$ cat src/hdl/hlsc_pkg.sv
// Types, codes and constants of the HTTP line syntax checker.
// Used by hlsc_step and http_line_syntax_checker; depends on nothing.
package hlsc_pkg;

    localparam int LENGTH_WIDTH = 32;
    localparam int TDATA_W      = 48;
    localparam logic [3:0] KEY_LEN = 4'd14;

    typedef enum logic [7:0] {
        SEC_START   = 8'b0000_0001,
        SEC_VERSION = 8'b0000_0010,
        SEC_CODE    = 8'b0000_0100,
        SEC_DESC    = 8'b0000_1000,
        SEC_NAME    = 8'b0001_0000,
        SEC_SPACES  = 8'b0010_0000,
        SEC_VALUE   = 8'b0100_0000,
        SEC_DROP    = 8'b1000_0000
    } t_section;

    typedef enum logic [2:0] {
        ROLE_VERSION = 3'd0,
        ROLE_CODE    = 3'd1,
        ROLE_DESC    = 3'd2,
        ROLE_NAME    = 3'd3,
        ROLE_VALUE   = 3'd4,
        ROLE_SEP     = 3'd5,
        ROLE_DROP    = 3'd6,
        ROLE_END     = 3'd7
    } t_role;

    typedef enum logic [3:0] {
        ERR_NONE       = 4'd0,
        ERR_VERSION    = 4'd1,
        ERR_CODE       = 4'd2,
        ERR_DESC       = 4'd3,
        ERR_NAME_START = 4'd4,
        ERR_NAME_CHAR  = 4'd5,
        ERR_VALUE_CHAR = 4'd6,
        ERR_DUP_LEN    = 4'd7,
        ERR_BAD_LEN    = 4'd8
    } t_err;

    typedef struct packed {
        t_section                  section;
        logic                      line_failed;
        logic [3:0]                match_pos;
        logic                      mismatch;
        logic [LENGTH_WIDTH-1:0]   accum;
        logic                      digits_done;
        logic [LENGTH_WIDTH-1:0]   body_size;
        logic                      length_seen;
    } t_state;

    typedef struct packed {
        logic [7:0]                byte_out;
        t_role                     role;
        t_err                      err;
        logic                      line_ok;
        logic                      length_header;
        logic [LENGTH_WIDTH-1:0]   content_length;
    } t_result;

    function automatic logic [7:0] key_char(input logic [3:0] pos);
        logic [7:0] ch;
        case (pos)
            4'd0:    ch = "c";
            4'd1:    ch = "o";
            4'd2:    ch = "n";
            4'd3:    ch = "t";
            4'd4:    ch = "e";
            4'd5:    ch = "n";
            4'd6:    ch = "t";
            4'd7:    ch = "-";
            4'd8:    ch = "l";
            4'd9:    ch = "e";
            4'd10:   ch = "n";
            4'd11:   ch = "g";
            4'd12:   ch = "t";
            4'd13:   ch = "h";
            default: ch = 8'h00;
        endcase
        return ch;
    endfunction

endpackage

$ cat src/hdl/hlsc_step.sv
// Per-byte classification and state update of the HTTP line syntax checker.
// Pure combinational logic; depends on hlsc_pkg.
module hlsc_step (
    input  hlsc_pkg::t_state  i_state,
    input  logic [7:0]        i_char,
    input  logic              i_eol,
    input  logic              i_stat,
    output hlsc_pkg::t_state  o_next,
    output hlsc_pkg::t_result o_result
);
    import hlsc_pkg::*;

    logic [7:0]                c;
    logic [7:0]                lc;
    logic                      is_digit;
    logic                      is_alpha;
    logic                      is_alnum;
    logic                      is_print;
    logic                      match_hit;
    logic [LENGTH_WIDTH+3:0]   acc_sum;
    logic [LENGTH_WIDTH-1:0]   acc_new;
    t_section                  sec_eff;
    t_state                    nx;
    logic [7:0]                bo;
    t_role                     role;
    t_err                      err;
    logic                      ok;
    logic                      lh;

    assign c        = i_char;
    assign is_digit = (c >= "0") && (c <= "9");
    assign is_alpha = ((c >= "a") && (c <= "z")) || ((c >= "A") && (c <= "Z"));
    assign is_alnum = is_alpha || is_digit;
    assign is_print = (c >= 8'd32) && (c < 8'd126);
    assign lc       = ((c >= "A") && (c <= "Z")) ? (c | 8'h20) : c;
    assign match_hit = (i_state.match_pos < KEY_LEN) && (lc == key_char(i_state.match_pos));

    // Ten times the accumulator plus the digit; any carry past the length width saturates.
    assign acc_sum = {1'b0, i_state.accum, 3'b000} + {3'b000, i_state.accum, 1'b0}
                   + {{(LENGTH_WIDTH){1'b0}}, c[3:0]};
    assign acc_new = (acc_sum[LENGTH_WIDTH+3:LENGTH_WIDTH] != 4'd0)
                   ? {LENGTH_WIDTH{1'b1}} : acc_sum[LENGTH_WIDTH-1:0];

    always_comb begin
        nx      = i_state;
        bo      = c;
        role    = ROLE_DROP;
        err     = ERR_NONE;
        ok      = 1'b0;
        lh      = 1'b0;
        sec_eff = i_state.section;

        if (i_state.section == SEC_START && i_stat) begin
            nx.body_size   = '0;
            nx.length_seen = 1'b0;
        end

        if (i_eol) begin
            bo   = 8'h00;
            role = ROLE_END;
            if (!i_state.line_failed) begin
                case (i_state.section)
                    SEC_START:   err = i_stat ? ERR_VERSION : ERR_NAME_START;
                    SEC_VERSION: err = ERR_VERSION;
                    SEC_CODE:    err = ERR_CODE;
                    SEC_NAME:    err = ERR_NAME_CHAR;
                    SEC_VALUE: begin
                        if (!i_state.mismatch && i_state.match_pos == KEY_LEN) begin
                            if (i_state.length_seen) begin
                                err = ERR_DUP_LEN;
                            end else if (i_state.accum == '0) begin
                                err            = ERR_BAD_LEN;
                                nx.body_size   = '0;
                                nx.length_seen = 1'b0;
                            end else begin
                                nx.body_size   = i_state.accum;
                                nx.length_seen = 1'b1;
                                lh             = 1'b1;
                            end
                        end
                    end
                    default: ;
                endcase
                ok = (err == ERR_NONE);
            end
            nx.section     = SEC_START;
            nx.line_failed = 1'b0;
            nx.match_pos   = 4'd0;
            nx.mismatch    = 1'b0;
            nx.accum       = '0;
            nx.digits_done = 1'b0;
        end else begin
            if (i_state.section == SEC_START) begin
                if (i_stat) begin
                    sec_eff = SEC_VERSION;
                end else begin
                    bo   = lc;
                    role = ROLE_NAME;
                    if (!is_alpha) begin
                        err = ERR_NAME_START;
                    end else begin
                        if (match_hit) begin
                            nx.match_pos = i_state.match_pos + 4'd1;
                        end else begin
                            nx.mismatch = 1'b1;
                        end
                        nx.section = SEC_NAME;
                    end
                    sec_eff = SEC_DROP;
                end
            end

            case (sec_eff)
                SEC_VERSION: begin
                    role = ROLE_VERSION;
                    if (c == " ") begin
                        role       = ROLE_SEP;
                        nx.section = SEC_CODE;
                    end else if (is_alnum || c == "/" || c == ".") begin
                        nx.section = SEC_VERSION;
                    end else begin
                        err = ERR_VERSION;
                    end
                end
                SEC_CODE: begin
                    if (c == " ") begin
                        role       = ROLE_SEP;
                        nx.section = SEC_DESC;
                    end else begin
                        role = ROLE_CODE;
                        if (!is_digit) begin
                            err = ERR_CODE;
                        end
                    end
                end
                SEC_DESC: begin
                    role = ROLE_DESC;
                    if (!(is_alnum || c == " ")) begin
                        err = ERR_DESC;
                    end
                end
                SEC_NAME: begin
                    if (c == ":") begin
                        role       = ROLE_SEP;
                        nx.section = SEC_SPACES;
                    end else begin
                        bo   = lc;
                        role = ROLE_NAME;
                        if (is_alnum || c == "_" || c == "-") begin
                            if (match_hit) begin
                                nx.match_pos = i_state.match_pos + 4'd1;
                            end else begin
                                nx.mismatch = 1'b1;
                            end
                        end else begin
                            err = ERR_NAME_CHAR;
                        end
                    end
                end
                SEC_SPACES: begin
                    if (c == " ") begin
                        role = ROLE_SEP;
                    end else begin
                        role       = ROLE_VALUE;
                        nx.section = SEC_VALUE;
                        if (!is_print) begin
                            err = ERR_VALUE_CHAR;
                        end else if (c == "-") begin
                            nx.digits_done = 1'b1;
                        end else if (c == "+") begin
                            nx.digits_done = i_state.digits_done;
                        end else if (is_digit) begin
                            nx.accum = acc_new;
                        end else begin
                            nx.digits_done = 1'b1;
                        end
                    end
                end
                SEC_VALUE: begin
                    role = ROLE_VALUE;
                    if (!is_print) begin
                        err = ERR_VALUE_CHAR;
                    end else if (!i_state.digits_done) begin
                        if (is_digit) begin
                            nx.accum = acc_new;
                        end else begin
                            nx.digits_done = 1'b1;
                        end
                    end
                end
                default: ;
            endcase

            if (err != ERR_NONE && !i_state.line_failed) begin
                nx.section     = SEC_DROP;
                nx.line_failed = 1'b1;
            end
        end
    end

    assign o_next                  = nx;
    assign o_result.byte_out       = bo;
    assign o_result.role           = role;
    assign o_result.err            = err;
    assign o_result.line_ok        = ok;
    assign o_result.length_header  = lh;
    assign o_result.content_length = nx.body_size;

endmodule

$ cat config.mk
export PLATFORM = sky130hd
export DESIGN_NAME = hlsc_step
export DESIGN_NICKNAME = d
export VERILOG_FILES = /design/src/hdl/hlsc_pkg.sv /design/src/hdl/hlsc_step.sv
export SDC_FILE = /design/constraint.sdc
export NUM_CORES = 1
export LEC_CHECK = 0
export ABC_AREA = 1
export BUFFER_PORTS_ARGS = -buffer_cell sky130_fd_sc_hd__buf_4
export CAP_MARGIN = 20
export CORE_MARGIN = 2
export CORE_UTILIZATION = 54
export DETAILED_ROUTE_END_ITERATION = 12
export GPL_ROUTABILITY_DRIVEN = 0
export MAX_ROUTING_LAYER = met4
export PLACE_DENSITY_LB_ADDON = 0.15
export SYNTH_ARGS = -nofsm -noshare
export SYNTH_HDL_FRONTEND = slang
export SYNTH_SLANG_ARGS = --single-unit
$ cat constraint.sdc
create_clock -name vclk -period 2.94
set_clock_uncertainty 0.05 [all_clocks]
set_input_delay 0.147 -clock vclk [all_inputs]
set_output_delay 0.147 -clock vclk [all_outputs]
set_load 0.005 [all_outputs]
After elaboration in Yosys (flattened, before gate mapping)
Memories as Yosys holds them, arrays and structs flattened.
Index checks and enable logic that the tools add are counted.
- add/sub/neg operators: 3
- $lt $le $gt $ge: 9
- equal/unequal tests: 20
- muxes and demuxes: 89
- reduce and logical (&&, ||, !) cells: 21
- operators by type and width (cell ; count):
    33-bit 2-to-1 mux ; 11
    32-bit 2-to-1 mux ; 4
    8-bit 2-to-1 mux ; 12
    4-bit 2-to-1 mux ; 19
    33-bit one-hot mux with 2 select lines ; 1
    8-bit by 6-bit == test with 1-bit output (second input constant) ; 7
    47-bit 2-to-1 mux ; 1
    35-bit by 33-bit adder with 36-bit output ; 1
    36-bit by 4-bit adder with 36-bit output ; 1
    32-bit logical NOT ; 1
    8-bit one-hot mux with 4 select lines ; 1
    3-bit 2-to-1 mux ; 10
    5-bit 2-to-1 mux ; 6
    6-bit 2-to-1 mux ; 5
    8-bit by 7-bit == test with 1-bit output (second input constant) ; 3
    4-bit one-hot mux with 6 select lines ; 1
    4-bit one-hot mux with 5 select lines ; 1
    3-bit one-hot mux with 6 select lines ; 1
    8-bit by 2-bit == test with 1-bit output (second input constant) ; 2
    8-bit by 3-bit == test with 1-bit output (second input constant) ; 2
    8-bit by 5-bit == test with 1-bit output (second input constant) ; 2
    8-bit by 6-bit greater-or-equal comparator with 1-bit output (second input constant) ; 2
    8-bit by 7-bit greater-or-equal comparator with 1-bit output (second input constant) ; 2
    8-bit by 7-bit less-or-equal comparator with 1-bit output (second input constant) ; 2
    other kinds (15) ; 44
- bits in registers: 0
- ROM bits: 112
- input port bits: 90
- word-level logic and storage cells: 143
- memories kept: 1
- memories (name ; words ; bits a word ; read ports ; clocked after Yosys merged registers in ; write ports ; line ; text):
    (no name shown) ; 16 ; 7 ; 1 ; 0 ; 0 ; hlsc_pkg.sv:65 ; case (pos)

Longest topological paths before layout
Gate-level depths: netlist of run 1.
- depth in word-level cells: 14
- depth in mapped cells: 21
- depth with buffers taken out: 20

Least setup slack after synthesis of run 1
OpenSTA, ideal clock, no wires.
- kind: input port to output port
- start point: in i_state[34] in the netlist's numbering
- end point: out o_next[38] in the netlist's numbering
- arrival: 2435 ps
- data required time: 2743 ps
- slack: 308 ps
- stages: 20
- cell sequence: inv_1 fa_1 fa_1 inv_1 nand3_1 nand2_1 nand2_1 nand2_1 nand2_1 nand2_1 nand2_1 nand2_1 nand2_1 nand2_1 nand2_1 inv_2 buf_2 nand4_1 nand2_1 a21oi_2
- RTL lines (item ; line ; text):
    from (decl) ; hlsc_step.sv:4 ; input hlsc_pkg::t_state i_state,
    to (decl) ; hlsc_step.sv:8 ; output hlsc_pkg::t_state o_next,

==> impl_metrics.yaml, run 1 <==
outcome:
  outcome: "completed"
synthesis:
  syn_inst: 1179
  synth.area.top_cells: "nand2_1 (18%), ha_1 (14%), inv_1 (10%)"
  synth_nets: 1340
  yosysTopAreaCell: "nand2_1"
  synth_top_area_share_pct: 18.4
  synth_area_mm2: 0.00623
  ys_warn_count: 0
  avgSynthCellArea_um2: 5.28
  yosysUniqueCellTypes: 47
  yosysSeqAreaShare_pct: 0
routing:
  via_per_inst: 5.80
  wl_um: 24500
  dr.first_iter.drc_count: 999
  ant_nets: 0
  drt_pass1_iterations: 6
  drc: 0
  vias: 8795
  wire_per_inst_um: 16.2
worst_hold_path:
  hold_class: "in -> out"
  worstHoldStart: "i_state[71]"
placed_design:
  dp_slack_ps: -55.3
  place_area_mm2: 0.00792
  hpwl_um: 19200
  port_buffers: 219
  dp.cells: 1509
sta:
  maxSlewViolCount: 0
  worst_slack_ps: 51.8
  rsz0062_at_grt: "yes"
  fin_crit_sh_pct: 98.2
  tightest_slew_ps: 724
  clock.fmax_mhz: 346
  slew_headroom_pct: 51.5
  setup_viol: 0
  holdWs_ps: 552
  period_minus_slack_ps: 2890
  hold_viol: 0
  setup_tns_ps: 0
global_routing:
  first_global_vias: 7945
  grt_max_degree: 37
  grt_use_total_pct: 36.8
  overflow: 0
  grt_first_pass_wirelength_um: 37900
  antenna_found_initial: 0
setup_path:
  cp_slowest_stage_delay_ps: 490
  critPathMostFrequentCell: "nand2_1"
  end_kind: "output port"
  worstSetupStartpoint: "i_char[3]"
  crit_chain: "buf_6 -> inv_4 -> fa_2 -> fa_2 -> inv_2 -> buf_4 -> nand2_1 -> nand2_1 -> nand2_1 -> nand2_2 -> nand2_2 -> nand2_1 -> nand2_1 -> nand2_2 -> nor2_4 -> buf_12 -> clkbuf_16 -> nand4_1 -> nand2_1 -> a21oi_1 -> buf_4"
  worstPathMaxFanout: 7
  cp.required_ps: 2740
  arrival_ps: 2690
  crit_slowest_cell: "fa_2"
  startpoint_type: "input port"
  crit_type: "in -> out"
floorplan:
  io_pins: 219
  initial_core_util_pct: 55.0
  die-area_mm2: 0.0124
  die_h_um: 111
  die_x_um: 111
  fp-row-count: 39
  design.core.area_mm2: 0.0113
power_and_ir_drop:
  power_density_mw_per_mm2: 193
  p_switching_mw: 0.903
  seqPwrFrac_pct: 0
  p_leak_nw: 4.56
  clkPwrFrac_pct: 0
  intPower_mw: 0.729
  combPwrFrac_pct: 100.0
  total_power_mw: 1.63
  peakVddDrop_mv: 0.166
  switching_share_pct: 55.4
cells_and_area:
  clkbuf_count: 0
  utilization_pct: 74.8
  drive_above_1_share_pct: 29.4
  seqCellArea_um2: 0
  area_growth_pct: 35.8
  final_area_mm2: 0.00846
  flops_and_latches: 0
  nets: 1536
  finalNonFillerCells: 1516
  diodes: 0
job:
  drv_cap: 0
cts:
  cts_hold_buf: 0
==> worst paths after layout <==
path,end,slack [ps],cells past startpoint
setup / recovery,o_next[48],50,21
hold / removal,o_next[71],550,4
==> power groups by stage <==
stage | registers (mW) | clock network, mW | logic (mW)
floorplan | 0 | 0 | 0.816
global placement | 0 | 0 | 1.34
global route | 0 | 0 | 1.77
finish | 0 | 0 | 1.63
detailed placement | 0 | 0 | 1.36
CTS | 0 | 0 | 1.37
==> kinds of logic after synthesis <==
group	after synthesis	synth area share, %
adder cells (fa/ha/maj)	71	14.5
XOR/XNOR	22	3.09
buffers and inverters	256	18.7
AO/OA/AOI/OAI	234	20.7
AND/OR/NAND/NOR	596	43.0
==> repair_timing <==
action                                  CTS  global route
endpoints found under the setup margin   32            32
gates cloned                              0             5
resized for setup                         6            91
pin swaps                                 4            23
setup buffers                             0             2
==> synthesized netlist by cell type, types with 6 or more instances <==
| master | count |
|---|---|
| inv_1 | 172 |
| o21bai_1 | 7 |
| buf_1 | 7 |
| clkbuf_1 | 15 |
| nand2_1 | 305 |
| buf_4 | 35 |
| buf_6 | 8 |
| buf_2 | 8 |
| nor2_2 | 8 |
| o21ai_0 | 82 |
| nor2_1 | 108 |
| nor3_1 | 11 |
| nand3b_1 | 6 |
| inv_2 | 10 |
| nand4_1 | 47 |
| ha_1 | 69 |
| nor4_1 | 6 |
| a21oi_1 | 114 |
| a21oi_2 | 14 |
| nand3_1 | 76 |
| xor2_1 | 7 |
| nand2_2 | 10 |
| xnor2_1 | 15 |
==> critical path, delay by kind of cell <==
family	cells	cell delay (ps)
AOI/OAI and AO/OA	1	160
and+or+nand+nor	11	720
adders and majority gates	2	880
buffers and inverters	7	790
==> cell usage in the layout, fill, tap and decap left out, types with 15 or more instances in the layout <==
master	synthesis	final
nand2_1	305	289
buf_4	35	253
inv_1	172	166
nor2_1	108	103
a21oi_1	114	99
o21ai_0	82	81
nand3_1	76	70
ha_1	69	48
nand4_1	47	47
a21oi_2	14	29
nand2_2	10	26
ha_4	0	16
xnor2_1	15	15
==> layout make-up <==
type	count	area [µm²]
inverters	183	702
well taps	143	179
repair buffers	267	2140
fillers	980	2860
multi-input cells	923	5450
==> routing by layer <==
| layer | vias up | GRT usage [%] | wire length (µm) |
|---|---|---|---|
| li1 | 4239 | - | - |
| met3 | 80 | 4.74 | 2780 |
| met1 | 3915 | 47.0 | 9490 |
| met2 | 561 | 60.8 | 11500 |
| met4 | 0 | 11.4 | 776 |
| met5 | - | - | 0 |
Power figures use the tool's default switching activity.
==> inputs of run 2 (changes only) <==
--- a/config.mk
+++ b/config.mk
@@ -14,6 +14,7 @@
 export GPL_ROUTABILITY_DRIVEN = 0
 export MAX_ROUTING_LAYER = met4
 export PLACE_DENSITY_LB_ADDON = 0.15
+export RECOVER_POWER = 25
 export SYNTH_ARGS = -nofsm -noshare
 export SYNTH_HDL_FRONTEND = slang
 export SYNTH_SLANG_ARGS = --single-unit
==> run 2 against run 1 <==
Final cell count unchanged. Worst hold slack better by 1.7 ps. Non-clock buffer count is the same. Count of clock-buffer cells in the layout stayed put. Critical path depth unchanged. Combinational power about the same. Sequential share of layout area is the same. Die area is the same.
==> impl_metrics.yaml, run 2 (synthesis results as in run 1) <==
outcome:
  outcome: "completed"
power_and_ir_drop:
  peakVddDrop_mv: 0.168
  power_density_mw_per_mm2: 193
  p_leak_nw: 4.54
sta:
  maxSlewViolCount: 0
  period_minus_slack_ps: 2890
  tightest_slew_ps: 822
  setup_viol: 0
  rsz0062_at_grt: "yes"
  clock.fmax_mhz: 346
  slew_headroom_pct: 45.2
  fin_crit_sh_pct: 98.2
  worst_slack_ps: 53.0
  hold_viol: 0
floorplan:
  die-area_mm2: 0.0124
  die_x_um: 111
  die_h_um: 111
  design.core.area_mm2: 0.0113
  fp-row-count: 39
  initial_core_util_pct: 55.0
  io_pins: 219
cells_and_area:
  flops_and_latches: 0
  seqCellArea_um2: 0
  clkbuf_count: 0
  diodes: 0
  final_common_cell: "nand2_1"
  area_growth_pct: 35.5
  nets: 1536
  drive_above_1_share_pct: 29.0
  final_area_mm2: 0.00844
  mostFrequentLayoutCells: "nand2_1 (290), buf_4 (242), inv_1 (166)"
placed_design:
  place_area_mm2: 0.00792
  dp_slack_ps: -55.3
  hpwl_um: 19200
  port_buffers: 219
setup_path:
  worstSetupStartpoint: "i_char[3]"
  end_kind: "output port"
  worstPathMaxFanout: 7
  cp-endpoint: "o_next[64]"
  startpoint_type: "input port"
  cp.required_ps: 2740
  crit_type: "in -> out"
  arrival_ps: 2690
routing:
  wire_per_inst_um: 16.2
  dr.first_iter.drc_count: 1086
  vias: 8815
  drt_pass1_iterations: 6
  via_per_inst: 5.81
  ant_nets: 0
  drc: 0
  wl_um: 24500
global_routing:
  first_global_vias: 7945
  grt_use_total_pct: 36.8
  antenna_found_initial: 0
  grt_max_degree: 37
  overflow: 0
  grt_first_pass_wirelength_um: 37900
cts:
  cts_hold_buf: 0
job:
  drv_cap: 0
worst_hold_path:
  hold_class: "in -> out"
## run 2: critical path, cell delays in order
cell	delay, ps
buf_6	80
inv_4	40
fa_2	600
inv_2	60
ha_4	260
nand2_1	50
nand2_1	80
nand3_2	100
nand2_2	100
nand2_2	60
nand2_2	100
nand2_2	80
nand3_2	70
nand2_2	60
nand2_2	80
clkinv_4	110
buf_6	140
nand4_1	90
nand2_1	80
a21oi_2	160
buf_4	130
## run 2: what timing repair did
| item | in CTS | in global routing |
|---|---|---|
| cloned | 0 | 5 |
| setup buffers | 0 | 2 |
| pin swaps | 4 | 23 |
| endpoints found under the setup margin | 32 | 32 |
| resized for setup | 6 | 91 |
## run 2: layer usage
metal | GRT usage [%] | up-vias | part of all wire (%)
met4 | 11.4 | 0 | 3.3
met5 | - | - | 0
met1 | 47.0 | 3939 | 39
met3 | 4.74 | 79 | 11
met2 | 60.8 | 567 | 47
li1 | - | 4230 | -
## run 2: area by class of cell
type / count / area, µm²
Timing Repair Buffer: 267 / 2130
Fill cell: 987 / 2880
Multi-Input combinational cell: 923 / 5440
Inverter: 183 / 702
Tap cell: 143 / 179
## run 2: how the worst min path moves through the flow
stage / startpoint / endpoint / slack, ps / depth (start not counted)
detailed placement: i_state[71] / o_next[71] / 550 / 4
floorplan: i_char[6] / o_result[47] / 310 / 2
finish: i_state[71] / o_next[71] / 550 / 4
global placement: i_state[71] / o_next[71] / 550 / 4
global route: i_state[71] / o_next[71] / 590 / 4
CTS: i_state[71] / o_next[71] / 550 / 4
## run 2: stage by stage
step	hold WS (ps)	setup TNS, ps	utilization, %	power (mW)	cells
2_1_floorplan	311	0	-	0.816	1179
3_3_place_gp	555	-140	70.0	1.34	1509
3_5_place_dp	554	-611	70.0	1.36	1509
4_1_cts	555	0	70.1	1.37	1509
5_1_grt	589	-421	74.6	1.77	1516
6_report	554	0	74.6	1.63	1516
## run 2: report_power, final
group | internal, mW | switching, mW | leakage, nW
combinational | 0.727 | 0.905 | 4.54
clock | 0 | 0 | 0
sequential | 0 | 0 | 0
total | 0.727 | 0.905 | 4.54
==> inputs of run 3 (changes only) <==
--- a/config.mk
+++ b/config.mk
@@ -8,7 +8,7 @@
 export ABC_AREA = 1
 export BUFFER_PORTS_ARGS = -buffer_cell sky130_fd_sc_hd__buf_4
 export CAP_MARGIN = 20
-export CORE_MARGIN = 2
+export CORE_MARGIN = 8
 export CORE_UTILIZATION = 54
 export DETAILED_ROUTE_END_ITERATION = 12
 export GPL_ROUTABILITY_DRIVEN = 0
==> constraint.sdc (replaced) <==
create_clock -name vclk -period 2.9
set_clock_uncertainty 0.05 [all_clocks]
set_input_delay 0.145 -clock vclk [all_inputs]
set_output_delay 0.145 -clock vclk [all_outputs]
set_load 0.005 [all_outputs]
==> run 3 against run 2 <==
The flow now finishes with violations (setup timing). Combinational power is 6% higher. Utilization rose by 1.7 points. Routed wire length is 10% higher. Via count rose by 1.6%. Non-clock buffer count up 6. Sequential share of layout area unchanged. Die area increased by 23%. Critical path depth is 2 lower. Critical endpoint is now o_next[65].
==> impl_metrics.yaml, run 3 (synthesis results as in run 1) <==
outcome:
  outcome: "finished, violations left"
  violations: "setup timing"
floorplan:
  die_x_um: 123
  die-area_mm2: 0.0152
  die_h_um: 123
  design.core.area_mm2: 0.0113
  initial_core_util_pct: 55.0
  fp-row-count: 39
  io_pins: 219
sta:
  setup_tns_ps: -36.5
  holdWs_ps: 548
  slew_headroom_pct: 51.4
  rsz0062_at_grt: "yes"
  worst_slack_ps: -22.4
  setup_viol: 3
  clock.fmax_mhz: 342
  maxSlewViolCount: 0
  period_minus_slack_ps: 2920
  tightest_slew_ps: 726
  hold_viol: 0
  fin_crit_sh_pct: 101
routing:
  drc: 0
  ant_nets: 0
  wl_um: 27000
  wire_per_inst_um: 17.8
  vias: 8957
  drt_pass1_iterations: 6
  dr.first_iter.drc_count: 1212
  via_per_inst: 5.89
setup_path:
  crit_type: "in -> out"
  crit_chain: "buf_6 -> inv_4 -> fa_2 -> fa_2 -> inv_2 -> buf_6 -> nand2_2 -> nand2_2 -> nand2_2 -> nand2_2 -> nand2_2 -> nand3_2 -> nand2_2 -> nor2_4 -> buf_6 -> nand2_2 -> o21ai_1 -> a21oi_1 -> buf_4"
  worstSetupStartpoint: "i_state[34]"
  startpoint_type: "input port"
  end_kind: "output port"
  cp.required_ps: 2710
  worstPathMaxFanout: 6
  cp_slowest_stage_delay_ps: 470
  critPathMostFrequentCell: "nand2_2"
  arrival_ps: 2730
  crit_slowest_cell: "fa_2"
cells_and_area:
  diodes: 0
  drive_above_1_share_pct: 31.5
  mostFrequentLayoutCells: "nand2_1 (268), buf_4 (250), inv_1 (166)"
  clkbuf_count: 0
  seqCellArea_um2: 0
  final_common_cell: "nand2_1"
  nets: 1542
  flops_and_latches: 0
  nFillCells: 984
  area_growth_pct: 38.5
global_routing:
  grt_max_degree: 37
  overflow: 0
  grt_use_total_pct: 32.2
  grt_first_pass_wirelength_um: 39200
  antenna_found_initial: 0
  first_global_vias: 7889
worst_hold_path:
  hold_class: "in -> out"
  worstHoldStart: "i_state[71]"
  whs_path_depth: 4
  min_to: "o_next[71]"
power_and_ir_drop:
  p_leak_nw: 4.58
  peakVddDrop_mv: 0.168
  power_density_mw_per_mm2: 199
placed_design:
  hpwl_um: 21100
  port_buffers: 219
  dp_slack_ps: -115
cts:
  cts_hold_buf: 0
job:
  drv_cap: 0
run 3: cell types whose count changed in the layout (fill, tap and decap cells not counted), sizes merged:
cell,change
buf,+8
clkbuf,-2
run 3: critical path: cells and delay by family:
family	cells	cell delay [ps]
buf+inv	6	670
simple gates	9	800
compound gates	2	260
fa+ha+maj	2	850
run 3: final cells by class:
type	count	area (µm²)	share of cell area, %
inverter	183	702	8.13
multi-input combinational	923	5620	65.1
tap	143	179	2.07
timing repair buffer	273	2130	24.7
run 3: how the worst max path moves through the flow:
stage / to / slack, ps / cells after the start
3_3_place_gp: o_next[57] / -60 / 18
3_5_place_dp: o_next[60] / -120 / 22
4_1_cts: o_next[59] / 20 / 20
2_1_floorplan: o_next[38] / 270 / 20
6_report: o_next[65] / -20 / 19
5_1_grt: o_next[51] / -90 / 19
run 3: through the flow:
| stage | utilization, % | area [µm²] | std cells | power, mW |
|---|---|---|---|---|
| floorplan | - | 6230 | 1179 | 0.827 |
| CTS | 70.4 | 7970 | 1511 | 1.42 |
| finish | 76.2 | 8630 | 1522 | 1.72 |
| global placement | 69.6 | 7880 | 1507 | 1.36 |
| global route | 76.2 | 8630 | 1522 | 1.84 |
| detailed placement | 69.6 | 7880 | 1507 | 1.38 |
run 3: where the power goes:
part / internal, mW / total [mW] / switching [mW]
Clock: 0 / 0 / 0
Combinational: 0.751 / 1.72 / 0.967
Sequential: 0 / 0 / 0
run 3: layer usage:
layer  track usage, %  part of all wire, %
met1             39.0                   37
met2             53.8                   47
met3             4.06                   12
met4             11.0                  4.5
met5                -                    0
run 3: what timing repair did:
action / in CTS / in global routing
endpoints found under the setup margin: 31 / 32
buffers inserted: 3 / 8
endpoints found under the hold margin: 0 / 0
resized for setup: 14 / 125
gates cloned: 1 / 3
pin swaps: 2 / 30
